`config.mk`:
```
export PLATFORM = sky130hd
export DESIGN_NAME = partial_permutation_rank_codec
export DESIGN_NICKNAME = d
export VERILOG_FILES = /design/src/rtl/ppr_pkg.sv /design/src/rtl/ppr_rank_lanes.sv /design/src/rtl/ppr_div_step.sv /design/src/rtl/ppr_free_pick.sv /design/src/rtl/partial_permutation_rank_codec.sv
export VERILOG_INCLUDE_DIRS = /design/src /design/src/rtl
export SDC_FILE = /design/constraint.sdc
export NUM_CORES = 2
export LEC_CHECK = 0
export ABC_AREA = 1
export ABC_CLOCK_PERIOD_IN_PS = 16490
export BUFFER_PORTS_ARGS = -buffer_cell sky130_fd_sc_hd__buf_2
export CAP_MARGIN = 5
export CORE_UTILIZATION = 59
export DETAILED_ROUTE_END_ITERATION = 8
export MAX_ROUTING_LAYER = met4
export PLACE_DENSITY = 0.77
export REMOVE_ABC_BUFFERS = 1
export SYNTH_ARGS = -nofsm -noshare
export SYNTH_HDL_FRONTEND = slang
export SYNTH_HIERARCHICAL = 1
export SYNTH_SLANG_ARGS = --single-unit
```
`constraint.sdc`:
```
create_clock -name clock -period 16.49 [get_ports clock]
set_input_delay 0.8245 -clock clock [delete_from_list [all_inputs] [get_ports clock]]
set_output_delay 0.8245 -clock clock [all_outputs]
set_load 0.005 [all_outputs]
```
`src/rtl/partial_permutation_rank_codec_defines.svh`:
```
// Assertion macros shared by the partial permutation rank codec RTL.
// Each macro samples on clock and is disabled while reset is high.
`ifndef PARTIAL_PERMUTATION_RANK_CODEC_DEFINES_SVH
`define PARTIAL_PERMUTATION_RANK_CODEC_DEFINES_SVH

// Same-cycle implication.
`define PPR_ASSERT_IMP(label, ante, cons, msg) \
   label: assert property (@(posedge clock) disable iff (reset) (ante) |-> (cons)) \
      else $error(msg);

// Next-cycle implication.
`define PPR_ASSERT_NXT(label, ante, cons, msg) \
   label: assert property (@(posedge clock) disable iff (reset) (ante) |=> (cons)) \
      else $error(msg);

`endif

```
`src/rtl/ppr_pkg.sv`:
```
// Shared widths, lane result structs and the popcount helper for the rank codec.
// No dependencies; every other RTL module imports it.
package ppr_pkg;

   localparam int CELLS_DEFAULT = 16;
   localparam int NIB_W         = 4;
   localparam int LANES         = 16;
   localparam int MASK_W        = 16;
   localparam int COUNT_W       = 5;
   localparam int POS_W         = LANES * NIB_W;
   localparam int RANK_W        = 45;
   localparam int RANK_PAD_W    = 48;
   localparam int DIV_CHUNK_W   = 16;
   localparam int DIV_ROUNDS    = RANK_PAD_W / DIV_CHUNK_W;
   localparam int REQ_DATA_W    = 120;
   localparam int RSP_DATA_W    = 112;

   typedef struct packed {
      logic [POS_W-1:0] digits;
      logic             bad;
   } rank_lanes_type;

   typedef struct packed {
      logic [NIB_W-1:0]  pos;
      logic [MASK_W-1:0] onehot;
   } pick_type;

   function automatic logic [COUNT_W-1:0] pop16(input logic [MASK_W-1:0] v);
      logic [1:0] s1 [8];
      logic [2:0] s2 [4];
      logic [3:0] s3 [2];
      for (int k = 0; k < 8; k++) s1[k] = {1'b0, v[2*k]} + {1'b0, v[2*k+1]};
      for (int k = 0; k < 4; k++) s2[k] = {1'b0, s1[2*k]} + {1'b0, s1[2*k+1]};
      for (int k = 0; k < 2; k++) s3[k] = {1'b0, s2[2*k]} + {1'b0, s2[2*k+1]};
      return {1'b0, s3[0]} + {1'b0, s3[1]};
   endfunction

endpackage

```
`src/rtl/ppr_rank_lanes.sv`:
```
// Rank-mode lanes: one lane per position computes its Lehmer digit and checks.
// Depends on ppr_pkg for widths, pop16 and rank_lanes_type.
module ppr_rank_lanes #(
   parameter int CELLS = ppr_pkg::CELLS_DEFAULT
) (
   input  logic [ppr_pkg::POS_W-1:0]   cells,
   input  logic [ppr_pkg::COUNT_W-1:0] count,
   output ppr_pkg::rank_lanes_type     lanes
);
   import ppr_pkg::*;

   localparam logic [COUNT_W-1:0] CellsN = COUNT_W'(CELLS);

   logic [NIB_W-1:0]  pos   [LANES];
   logic [MASK_W-1:0] hot   [LANES];
   logic [LANES-1:0]  col   [MASK_W];
   logic [MASK_W-1:0] prior [LANES];
   logic [LANES-1:0]  flag;

   always_comb begin
      for (int i = 0; i < LANES; i++) begin
         pos[i] = cells[i*NIB_W +: NIB_W];
         hot[i] = MASK_W'(1) << pos[i];
      end
      for (int b = 0; b < MASK_W; b++) begin
         for (int i = 0; i < LANES; i++) col[b][i] = hot[i][b];
      end
      // cells used by earlier lanes, as a reduction per bit
      for (int i = 0; i < LANES; i++) begin
         for (int b = 0; b < MASK_W; b++) begin
            prior[i][b] = |(col[b] & ((LANES'(1) << i) - LANES'(1)));
         end
      end
      lanes.digits = '0;
      for (int i = 0; i < LANES; i++) begin
         lanes.digits[i*NIB_W +: NIB_W] =
            pos[i] - NIB_W'(pop16(prior[i] & (hot[i] - MASK_W'(1))));
         flag[i] = (COUNT_W'(i) < count) &&
                   ((|(prior[i] & hot[i])) || ({1'b0, pos[i]} >= CellsN));
      end
      lanes.bad = |flag;
   end

endmodule

```
`src/rtl/ppr_div_step.sv`:
```
// One round of the small-divisor divider: four quotient nibbles per call,
// each found by sixteen compare lanes against the divisor's multiples.
// Depends on ppr_pkg for widths.
module ppr_div_step (
   input  logic [ppr_pkg::NIB_W-1:0]       rem_in,
   input  logic [ppr_pkg::DIV_CHUNK_W-1:0] chunk,
   input  logic [ppr_pkg::COUNT_W-1:0]     divisor,
   output logic [ppr_pkg::NIB_W-1:0]       rem_out,
   output logic [ppr_pkg::DIV_CHUNK_W-1:0] quo
);
   import ppr_pkg::*;

   localparam int Digits = DIV_CHUNK_W / NIB_W;
   localparam int Radix  = 1 << NIB_W;
   localparam int ValW   = 2 * NIB_W;

   logic [ValW-1:0]  mult [Radix];
   logic [ValW-1:0]  part;
   logic [ValW-1:0]  sub;
   logic [NIB_W-1:0] rem;
   logic [NIB_W-1:0] q;

   always_comb begin
      for (int m = 0; m < Radix; m++) mult[m] = ValW'(m * divisor);
      rem  = rem_in;
      quo  = '0;
      part = '0;
      sub  = '0;
      q    = '0;
      for (int s = 0; s < Digits; s++) begin
         part = {rem, chunk[DIV_CHUNK_W-1-s*NIB_W -: NIB_W]};
         q    = '0;
         sub  = '0;
         // multiples rise with m, so the last hit is the quotient digit
         for (int m = 0; m < Radix; m++) begin
            if (part >= mult[m]) begin
               q   = NIB_W'(m);
               sub = mult[m];
            end
         end
         rem = NIB_W'(part - sub);
         quo[DIV_CHUNK_W-1-s*NIB_W -: NIB_W] = q;
      end
      rem_out = rem;
   end

endmodule

```
`src/rtl/ppr_free_pick.sv`:
```
// Unrank selector: sixteen lanes find the n-th still-free cell of the board.
// Depends on ppr_pkg for widths, pop16 and pick_type.
module ppr_free_pick #(
   parameter int CELLS = ppr_pkg::CELLS_DEFAULT
) (
   input  logic [ppr_pkg::MASK_W-1:0] used,
   input  logic [ppr_pkg::NIB_W-1:0]  digit,
   output ppr_pkg::pick_type          pick
);
   import ppr_pkg::*;

   logic [MASK_W-1:0] free;
   logic [MASK_W-1:0] hit;

   always_comb begin
      for (int c = 0; c < MASK_W; c++) free[c] = !used[c] && (c < CELLS);
      for (int c = 0; c < MASK_W; c++) begin
         hit[c] = free[c] &&
                  (pop16(free & ((MASK_W'(1) << c) - MASK_W'(1))) == {1'b0, digit});
      end
      pick.onehot = hit;
      pick.pos    = '0;
      for (int c = 0; c < MASK_W; c++) begin
         if (hit[c]) pick.pos = pick.pos | NIB_W'(c);
      end
   end

endmodule

```
`src/rtl/partial_permutation_rank_codec.sv`:
```
// Rank mode takes Lehmer digits from the lanes, then folds them in the Horner step; unrank
// mode divides the rank down to digits, then places the cells. The Horner multiplier folds one
// radix per cycle, the divider runs DIV_ROUNDS chunk rounds per digit and the free-cell
// selector picks the cell of each position in turn. Items are worked one at a time.
// Reset (synchronous, active high) returns the controller to idle and empties the output
// register; no storage needs clearing.
`include "partial_permutation_rank_codec_defines.svh"

module partial_permutation_rank_codec #(
   parameter int CELLS = ppr_pkg::CELLS_DEFAULT
) (
   input  logic                            clock,
   input  logic                            reset,
   input  logic                            req_tvalid,
   output logic                            req_tready,
   input  logic [ppr_pkg::REQ_DATA_W-1:0]  req_tdata,  // count[4:0], cells_in, rank_in
   input  logic [0:0]                      req_tuser,  // func
   output logic                            rsp_tvalid,
   input  logic                            rsp_tready,
   output logic [ppr_pkg::RSP_DATA_W-1:0]  rsp_tdata,  // rank_out[44:0], cells_out
   output logic [0:0]                      rsp_tuser   // bad_input
);
   import ppr_pkg::*;

   typedef enum logic [5:0] {
      S_IDLE   = 6'b000001,
      S_LANES  = 6'b000010,
      S_HORNER = 6'b000100,
      S_DIV    = 6'b001000,
      S_PICK   = 6'b010000,
      S_DONE   = 6'b100000
   } state_type;

   localparam logic [COUNT_W-1:0] CellsN  = COUNT_W'(CELLS);
   localparam logic [1:0]         DivLast = 2'(DIV_ROUNDS - 1);

   state_type state_ff, state_in;
   logic rsp_valid_ff, rsp_valid_in;

   logic                   func_ff, func_in;
   logic [COUNT_W-1:0]     n_ff, n_in;
   logic [POS_W-1:0]       cells_ff, cells_in;
   logic [RANK_PAD_W-1:0]  dq_ff, dq_in;
   logic [NIB_W-1:0]       rem_ff, rem_in;
   logic [1:0]             sub_ff, sub_in;
   logic [NIB_W-1:0]       idx_ff, idx_in;
   logic [POS_W-1:0]       sr_ff, sr_in;
   logic [RANK_W-1:0]      r_ff, r_in;
   logic [POS_W-1:0]       cres_ff, cres_in;
   logic [MASK_W-1:0]      used_ff, used_in;
   logic                   bad_ff, bad_in;
   logic [RANK_W-1:0]      rsp_rank_ff, rsp_rank_in;
   logic [POS_W-1:0]       rsp_cells_ff, rsp_cells_in;
   logic                   rsp_bad_ff, rsp_bad_in;

   logic [COUNT_W-1:0]     req_count;
   logic [COUNT_W-1:0]     n_clamp;
   logic [COUNT_W-1:0]     radix;
   logic [RANK_W+COUNT_W-1:0] horner_prod;
   logic                   last_step;
   logic                   can_load;
   logic                   start_div;
   logic                   rank_busy;
   logic [NIB_W-1:0]       rem_next;
   logic [DIV_CHUNK_W-1:0] quo;
   logic [RANK_PAD_W-1:0]  dq_next;
   rank_lanes_type         lanes;
   pick_type               pick;

   assign req_count   = req_tdata[COUNT_W-1:0];
   assign n_clamp     = (req_count > CellsN) ? CellsN : req_count;
   // radix of the Horner step and divisor of the division share the position count
   assign radix       = CellsN - {1'b0, idx_ff};
   assign horner_prod = r_ff * radix;
   assign last_step   = ({1'b0, idx_ff} == (n_ff - COUNT_W'(1)));
   assign can_load    = !rsp_valid_ff || rsp_tready;
   assign dq_next     = {dq_ff[RANK_PAD_W-DIV_CHUNK_W-1:0], quo};
   assign start_div   = req_tready && req_tvalid && req_tuser[0] && (n_clamp != '0);
   assign rank_busy   = (state_ff == S_LANES) || (state_ff == S_HORNER);

   assign req_tready = (state_ff == S_IDLE);
   assign rsp_tvalid = rsp_valid_ff;
   assign rsp_tdata  = RSP_DATA_W'({rsp_cells_ff, rsp_rank_ff});
   assign rsp_tuser  = rsp_bad_ff;

   ppr_rank_lanes #(.CELLS(CELLS)) u_lanes (
      .cells (cells_ff),
      .count (n_ff),
      .lanes (lanes)
   );

   ppr_div_step u_div (
      .rem_in  (rem_ff),
      .chunk   (dq_ff[RANK_PAD_W-1 -: DIV_CHUNK_W]),
      .divisor (radix),
      .rem_out (rem_next),
      .quo     (quo)
   );

   ppr_free_pick #(.CELLS(CELLS)) u_pick (
      .used  (used_ff),
      .digit (sr_ff[NIB_W-1:0]),
      .pick  (pick)
   );

   always_comb begin
      state_in     = state_ff;
      rsp_valid_in = rsp_valid_ff && !rsp_tready;
      func_in      = func_ff;
      n_in         = n_ff;
      cells_in     = cells_ff;
      dq_in        = dq_ff;
      rem_in       = rem_ff;
      sub_in       = sub_ff;
      idx_in       = idx_ff;
      sr_in        = sr_ff;
      r_in         = r_ff;
      cres_in      = cres_ff;
      used_in      = used_ff;
      bad_in       = bad_ff;
      rsp_rank_in  = rsp_rank_ff;
      rsp_cells_in = rsp_cells_ff;
      rsp_bad_in   = rsp_bad_ff;
      case (state_ff)
         S_IDLE: begin
            if (req_tvalid) begin
               func_in  = req_tuser[0];
               n_in     = n_clamp;
               cells_in = req_tdata[COUNT_W +: POS_W];
               dq_in    = RANK_PAD_W'(req_tdata[COUNT_W+POS_W +: RANK_W]);
               rem_in   = '0;
               sub_in   = '0;
               idx_in   = req_tuser[0] ? NIB_W'(n_clamp - COUNT_W'(1)) : '0;
               r_in     = '0;
               cres_in  = '0;
               used_in  = '0;
               bad_in   = 1'b0;
               if (n_clamp == '0) begin
                  state_in = S_DONE;
               end else if (req_tuser[0]) begin
                  state_in = S_DIV;
               end else begin
                  state_in = S_LANES;
               end
            end
         end
         S_LANES: begin
            sr_in    = lanes.digits;
            bad_in   = lanes.bad;
            idx_in   = '0;
            state_in = S_HORNER;
         end
         S_HORNER: begin
            r_in   = RANK_W'(horner_prod) + RANK_W'(sr_ff[NIB_W-1:0]);
            sr_in  = sr_ff >> NIB_W;
            idx_in = idx_ff + NIB_W'(1);
            if (last_step) state_in = S_DONE;
         end
         S_DIV: begin
            dq_in  = dq_next;
            rem_in = rem_next;
            sub_in = sub_ff + 2'd1;
            if (sub_ff == DivLast) begin
               // digit complete: push it in below, so digit 0 ends up lowest
               sub_in = '0;
               rem_in = '0;
               sr_in  = {sr_ff[POS_W-NIB_W-1:0], rem_next};
               if (idx_ff == '0) begin
                  bad_in   = (dq_next != '0);
                  state_in = S_PICK;
               end else begin
                  idx_in = idx_ff - NIB_W'(1);
               end
            end
         end
         S_PICK: begin
            cres_in[{idx_ff, 2'b00} +: NIB_W] = pick.pos;
            used_in = used_ff | pick.onehot;
            sr_in   = sr_ff >> NIB_W;
            idx_in  = idx_ff + NIB_W'(1);
            if (last_step) state_in = S_DONE;
         end
         S_DONE: begin
            if (can_load) begin
               rsp_valid_in = 1'b1;
               rsp_rank_in  = r_ff;
               rsp_cells_in = cres_ff;
               rsp_bad_in   = bad_ff;
               state_in     = S_IDLE;
            end
         end
         default: begin
            state_in = S_IDLE;
         end
      endcase
   end

   always_ff @(posedge clock) begin
      if (reset) begin
         state_ff     <= S_IDLE;
         rsp_valid_ff <= 1'b0;
      end else begin
         state_ff     <= state_in;
         rsp_valid_ff <= rsp_valid_in;
      end
   end

   always_ff @(posedge clock) begin
      func_ff      <= func_in;
      n_ff         <= n_in;
      cells_ff     <= cells_in;
      dq_ff        <= dq_in;
      rem_ff       <= rem_in;
      sub_ff       <= sub_in;
      idx_ff       <= idx_in;
      sr_ff        <= sr_in;
      r_ff         <= r_in;
      cres_ff      <= cres_in;
      used_ff      <= used_in;
      bad_ff       <= bad_in;
      rsp_rank_ff  <= rsp_rank_in;
      rsp_cells_ff <= rsp_cells_in;
      rsp_bad_ff   <= rsp_bad_in;
   end

   `PPR_ASSERT_IMP(a_div_rem_below, (state_ff == S_DIV), ({1'b0, rem_ff} < radix), "bad remainder")
   `PPR_ASSERT_IMP(a_pick_onehot, (state_ff == S_PICK), $onehot(pick.onehot), "pick not one-hot")
   `PPR_ASSERT_IMP(a_pick_free, (state_ff == S_PICK), (~|(pick.onehot & used_ff)), "reused cell")
   `PPR_ASSERT_IMP(a_rsp_from_done, $rose(rsp_valid_ff), $past(state_ff == S_DONE), "stray beat")
   `PPR_ASSERT_NXT(a_unrank_mode, start_div, (state_ff == S_DIV), "divider not started")

   // func_ff records the mode of the item in flight
   `PPR_ASSERT_IMP(a_mode_path, rank_busy, !func_ff, "rank path entered in unrank mode")

endmodule
```
* Word-level counts from Yosys, hierarchy flattened
Index checks and enable logic that the tools add are counted. Widths: inputs -> output; s select.
Word-level totals: register bits after elaboration 434, output and inout port bits 115, word-level logic and storage cells 960, input bits 125
Operators by class: reductions and logical operators 311, mux-type cells 172, shift operators 18, equal/unequal tests 29, $add $sub $neg 295, bitwise gates (word level) 31, multiply operators 12, $lt $le $gt $ge 76
Operator list (number):
- $and 16x16->16 | 30
- $mux 4 | 107
- $ge 8x8->1 | 44
- $shl 1x4->16 const A | 16
- $reduce_or 15->1 | 17
- $add 1x1->2 | 127
- $reduce_or 16->1 | 15
- $sub 16x1->16 const B | 15
- $reduce_or 14->1 | 16
- $reduce_or 13->1 | 16
- $pmux 64 s3 | 1
- $reduce_or 12->1 | 16
- $add 2x2->3 | 63
- $reduce_or 11->1 | 16
- $reduce_or 10->1 | 16
- $reduce_or 9->1 | 16
- $add 3x3->4 | 33
- $mux 64 | 2
- $pmux 64 s2 | 1
- $reduce_or 8->1 | 16
- $reduce_or 7->1 | 16
- $pmux 48 s2 | 1
- $reduce_or 6->1 | 16
- $pmux 45 s2 | 1
- other kinds (79) | 327

* Longest topological paths before layout
depth in word-level cells 72, gate-level depth with buffers 118, gate-level depth less buffers 117

* Cells and area by module
Netlist, hierarchy kept.
Modules (own cells, without submodules):
- partial_permutation_rank_codec | cells each 2841, instances 1, seq. area each 12962.4 µm², area each 25958.6 µm²
- ppr_rank_lanes | cells each 3234, instances 1, seq. area each 0.0 µm², area each 20656.1 µm²
- ppr_div_step | cells each 1702, instances 1, seq. area each 0.0 µm², area each 11413.4 µm²
- ppr_free_pick | cells each 348, instances 1, seq. area each 0.0 µm², area each 2217.1 µm²

* Worst setup path after synthesis
Ideal clock, no wire load.
path kind reg2reg, from register idx_ff[0], to register sr_ff[3], data pin, buffers on the path 4, arrival time 16737 ps, cell stages (with the launch flop) 100, clock period less this slack 16996 ps, library setup time 259 ps, data required time 16231 ps, setup slack -506 ps, cells stage by stage edfxtp_1 -> inv_2 -> buf_2 -> ha_1 -> clkbuf_1 -> inv_1 -> clkbuf_1 -> clkbuf_1 -> fa_1 -> fa_1 -> inv_1 -> a31oi_1 -> xor2_1 -> ha_1 -> nand2_1 -> clkinv_1 -> nand3_1 -> o311ai_1 -> [... 64 more ...] -> nand2_1 -> nand2_1 -> nand2_1 -> nand2_1 -> nand2_1 -> nand2_1 -> nand2_1 -> nand2_1 -> nand2_1 -> ha_1 -> a21oi_1 -> o21ai_0 -> xor2_1 -> inv_1 -> nand3_1 -> nand2_1 -> a22oi_1 -> nand2_1
Between the ends: cells in the longest elaborated chain, start to end 71, elaborated cells between the ends (all ways) 138, those cells by class add/sub (5); mul (11); order compare (60); mux (62)
Ends and longest elaborated chain:
- from (decl) | line partial_permutation_rank_codec.sv:46 | logic [NIB_W-1:0] idx_ff, idx_in;
- from (signal assigned) | line partial_permutation_rank_codec.sv:215 | idx_ff <= idx_in;
- $sub 5x4->5 * | line partial_permutation_rank_codec.sv:73 | assign radix = CellsN - {1'b0, idx_ff};
- via radix[1] | line partial_permutation_rank_codec.sv:58 | logic [COUNT_W-1:0] radix;
- parallel branches: the longest is 66 deep, another holds $ge 8x7->1
- $mux 4 * | line ppr_div_step.sv:36 | if (part >= mult[m]) begin
- $sub 4x4->4 * | line ppr_div_step.sv:41 | rem = NIB_W'(part - sub);
- via rem_next[3] | line partial_permutation_rank_codec.sv:64 | logic [NIB_W-1:0] rem_next;
- $mux 64 * | line partial_permutation_rank_codec.sv:163 | if (sub_ff == DivLast) begin
- $pmux 64 s3 * | line partial_permutation_rank_codec.sv:124 | case (state_ff)
- via sr_in[3] | line partial_permutation_rank_codec.sv:47 | logic [POS_W-1:0] sr_ff, sr_in;
- to (signal assigned) | line partial_permutation_rank_codec.sv:216 | sr_ff <= sr_in;
- to (decl) | line partial_permutation_rank_codec.sv:47
Mark *: on every way through the listed nets, which the timed path passes. The select of a mux whose other input is x is not followed. A chain may end at the register's enable or synchronous reset.

* Final worst setup path
from register idx_ff[2], to register sr_ff[3], data pin
Between the ends: cells in the longest elaborated chain, start to end 71, elaborated cells between the ends (all ways) 138, those cells by class add/sub (5); mul (11); order compare (60); mux (62)
Ends and longest elaborated chain (line):
- $sub 5x4->5 * | partial_permutation_rank_codec.sv:73
- parallel branches: the longest is 66 deep, another holds $ge 8x7->1
- $mux 4 * | ppr_div_step.sv:36
- $sub 4x4->4 * | ppr_div_step.sv:41
- via rem_next[3] | partial_permutation_rank_codec.sv:64
- $mux 64 * | partial_permutation_rank_codec.sv:163
- $pmux 64 s3 * | partial_permutation_rank_codec.sv:124
- via sr_in[3] | partial_permutation_rank_codec.sv:47
Marked as above.

==> results.txt <==
----------------------------------------------------
[Synthesis]
  Register area share after synthesis ... 21.5%
  Proportion of synthesized flip-flops having asynchronous set or reset ... 0%
  Commonest cells in the synthesized netlist ... nand2_1, inv_1, nor2_1
  Post-synth design cell area ... 0.0602 mm2
  Yosys cell types ... 72
  Area fraction of the dominant cell type after synthesis ... 21.3%
  Syn_area_per_cell ... 7.41 um2
  Number of enable-type register cells in the synthesized netlist ... 427
  Most common cell in the netlist ... nand2_1
  Cell count after synthesis ... 8125
  Synth warn ... 6
  Biggest area consumer among synthesized cells ... edfxtp_1
  Number of register bits inferred by synthesis ... 434
  Cell types occupying the most area after synthesis ... edfxtp_1, fa_1, ha_1
  Most frequently used flop master after synthesis ... edfxtp_1

[Clock network]
  Source-to-sink clock delay at the later pin of the worst-skew pair ... 680 ps
  Clock transition at the register clock pins on the worst setup and hold paths after CTS ... 60 ps
  # hold bufs at CTS ... 0
  H-Tree Level Count ... 2
  CTS tree ... done
  Root buf cell ... clkbuf_16
  Number of buffers on the longest clock path ... 3
  Clock net sink count ... 434
  Number of buffers inserted during clock tree synthesis ... 52

[Worst setup path]
  CP Capture Type ... flip-flop
  Cell with the largest stage delay on the worst path ... edfxtp_1
  Dominant cell type by count on the critical path ... nand2_1
  Critical Setup Path Class ... flip-flop to flip-flop
  Buffers & Inverters on Critical Path ... 18
  Number of cells on the worst reg-to-reg path ... 104
  Maximum fanout along the worst path ... 6
  Arr. time, crit path ... 16000 ps
  CP startpoint kind ... flip-flop
  Cell family with the largest share of critical-path delay ... compound AO/OA/AOI/OAI gates
  Critical Path RT ... 16890 ps
  CP Depth ... 104
  CP peak stage delay ... 550 ps

[Floorplanning]
  Vertical extent of the die ... 322 um
  CORE AREA ... 0.101 mm2
  Area enclosed by the die boundary ... 0.103 mm2
  # rows ... 116
  Chip Width ... 322 um
  Initial cell density of the core ... 59.9%
  Boundary Pins ... 240

[STA]
  Worst slew margin relative to its limit ... 27.7%
  Min Clock Period, post-route ... 15600 ps
  Final-layout setup total negative slack ... 0 ps
  Max frequency ... 64.1 MHz
  Hold WS ... 343 ps
  Slew of the pin with the lowest slew margin ... 1070 ps
  Clock Skew ... 71.4 ps
  Count of endpoints failing setup in the final report ... 0
  Pins over their slew limit ... 0
  Share of the cycle needed by the critical path after routing ... 94.6%
  Hold Fails Final Rpt ... 0

[GRT]
  Overall global routing resource usage ... 37.0%
  First-pass GRT wire length ... 289 mm
  Via count of the first global-routing pass ... 52752
  Global-route congestion overflow total ... 0
  Maximum number of pins on one net before global-route repair ... 91
  Antenna violations before repair ... 4

[Routing]
  Top Metal Used ... met4
  Count of routing violations after the opening detailed-route iteration ... 5595
  Number of optimization iterations in the first detailed-route pass ... 6
  Routed met2 length ... 84.5 mm
  Via density per instance ... 5.61
  Routed wirelength normalized by instance count ... 19.1 um
  Total Wirelength ... 188 mm
  Post-route antenna net violation count ... 0
  Remaining design rule violation count ... 0
  Detailed-route via count ... 55216
  Met1 Wirelength ... 79.1 mm
  DR WL met3 ... 16.6 mm

[Cells and area]
  Final cell area excluding filler cells ... 0.0660 mm2
  Share of cells above drive strength 1 ... 9.07%
  Final nets ... 9699
  Synth-to-Final Area Change ... 9.55%

[Run status]
  Outcome ... finished, final reports clean

[Min path]
  Number of cells traversed by the worst hold path ... 1
  Kind of path behind the tightest hold check ... input port to flip-flop

[Job]
  Maximum capacitance violations ... 0

[Place]
  Detailed-placement wirelength estimate ... 149 mm
  Port Buffers ... 230
  Placer's final routability congestion estimate ... 1.05
  Cell area after placement ... 0.0634 mm2

----------------------------------------------------
[timing repair]
| action | in CTS | in global routing |
|---|---|---|
| pin swaps | 1 | 30 |
| resized for setup | 6 | 91 |
| cloned | 0 | 1 |
| buffers inserted | 1 | 33 |
| setup endpoints to repair | 3 | 13 |
[per-layer routing]
metal / vias to the layer above / GRT usage, %
met3: 432 / 5.11
met4: 0 / 13.7
met1: 25959 / 49.1
met5: - / -
li1: 26428 / -
met2: 2397 / 57.8
[sequential cells by signal (all words and copies together), names as in the netlist, 5 cells and up]
| name | cells |
|---|---|
| cells_ff | 64 |
| used_ff | 16 |
| rsp_rank_ff | 45 |
| n_ff | 5 |
| state_ff | 6 |
| dq_ff | 48 |
| r_ff | 45 |
| cres_ff | 64 |
| sr_ff | 64 |
| rsp_cells_ff | 64 |
[worst register-to-register path, delay by kind of cell, from the launching register on]
kind	cells	cell delay, ps
compound gates	39	5590
xor+xnor	5	990
fa+ha+maj	11	3400
buf+inv	18	2110
flops	1	550
simple gates	31	2690
[final cells by class]
cell class                 instances  area, um2
timing repair inverter             1       8.76
antenna                            6       15.0
clock inverter                    35        509
tap                             1357       1700
multi-input combinational       5808      40400
timing repair buffer             386       2360
fill                            8873      34600
sequential                       434      13000
clock buffer                      63       1370
inverter                        1761       6650
[through the flow]
step / utilization, % / instances / setup slack (ps)
final: 65.6 / 9851 / 889
after CTS: 64.9 / 9811 / 76.6
after detailed placement: 63.0 / 9712 / -261
after global routing: 65.6 / 9849 / -156
after floorplan: - / 8003 / -2500
after global placement: 63.0 / 9712 / -51.3
[final timing paths]
path                startpoint                to  slack [ps]
setup / recovery     idx_ff[2]          sr_ff[3]         890
hold / removal    req_tdata[5]       cells_ff[0]         340
setup reg to reg     idx_ff[2]          sr_ff[3]         890
hold reg to reg    cres_ff[28]  rsp_cells_ff[28]         440
[kinds of logic after synthesis]
logic type	Yosys count	share of synthesized area (%)
xor gates and xnor gates	186	2.70
AOI/OAI and AO/OA	1135	10.9
muxes	2	0.0374
adders and majority gates	1130	29.3
and+or+nand+nor	3337	23.3
other	3	0.0187
buffers and inverters	1898	12.2
DFF	434	21.5
[cells in the final DEF (no fill, tap or decap), types with 29 or more instances in the layout]
cell / n
a21oi_1: 405
a22oi_1: 29
buf_2: 230
buf_4: 150
clkbuf_16: 52
edfxtp_1: 427
fa_1: 467
ha_1: 648
inv_1: 1688
inv_2: 54
nand2_1: 1782
nand2_2: 55
nand3_1: 283
nand4_1: 111
nor2_1: 894
nor2_2: 32
nor3_1: 54
o211ai_1: 44
o21a_1: 40
o21ai_0: 350
o21ai_1: 56
o221ai_1: 61
xnor2_1: 93
xor2_1: 89
Power is left out: the tool's default activity adds up to more than one toggle a clock period on the data nets, which glitch-free logic cannot reach.
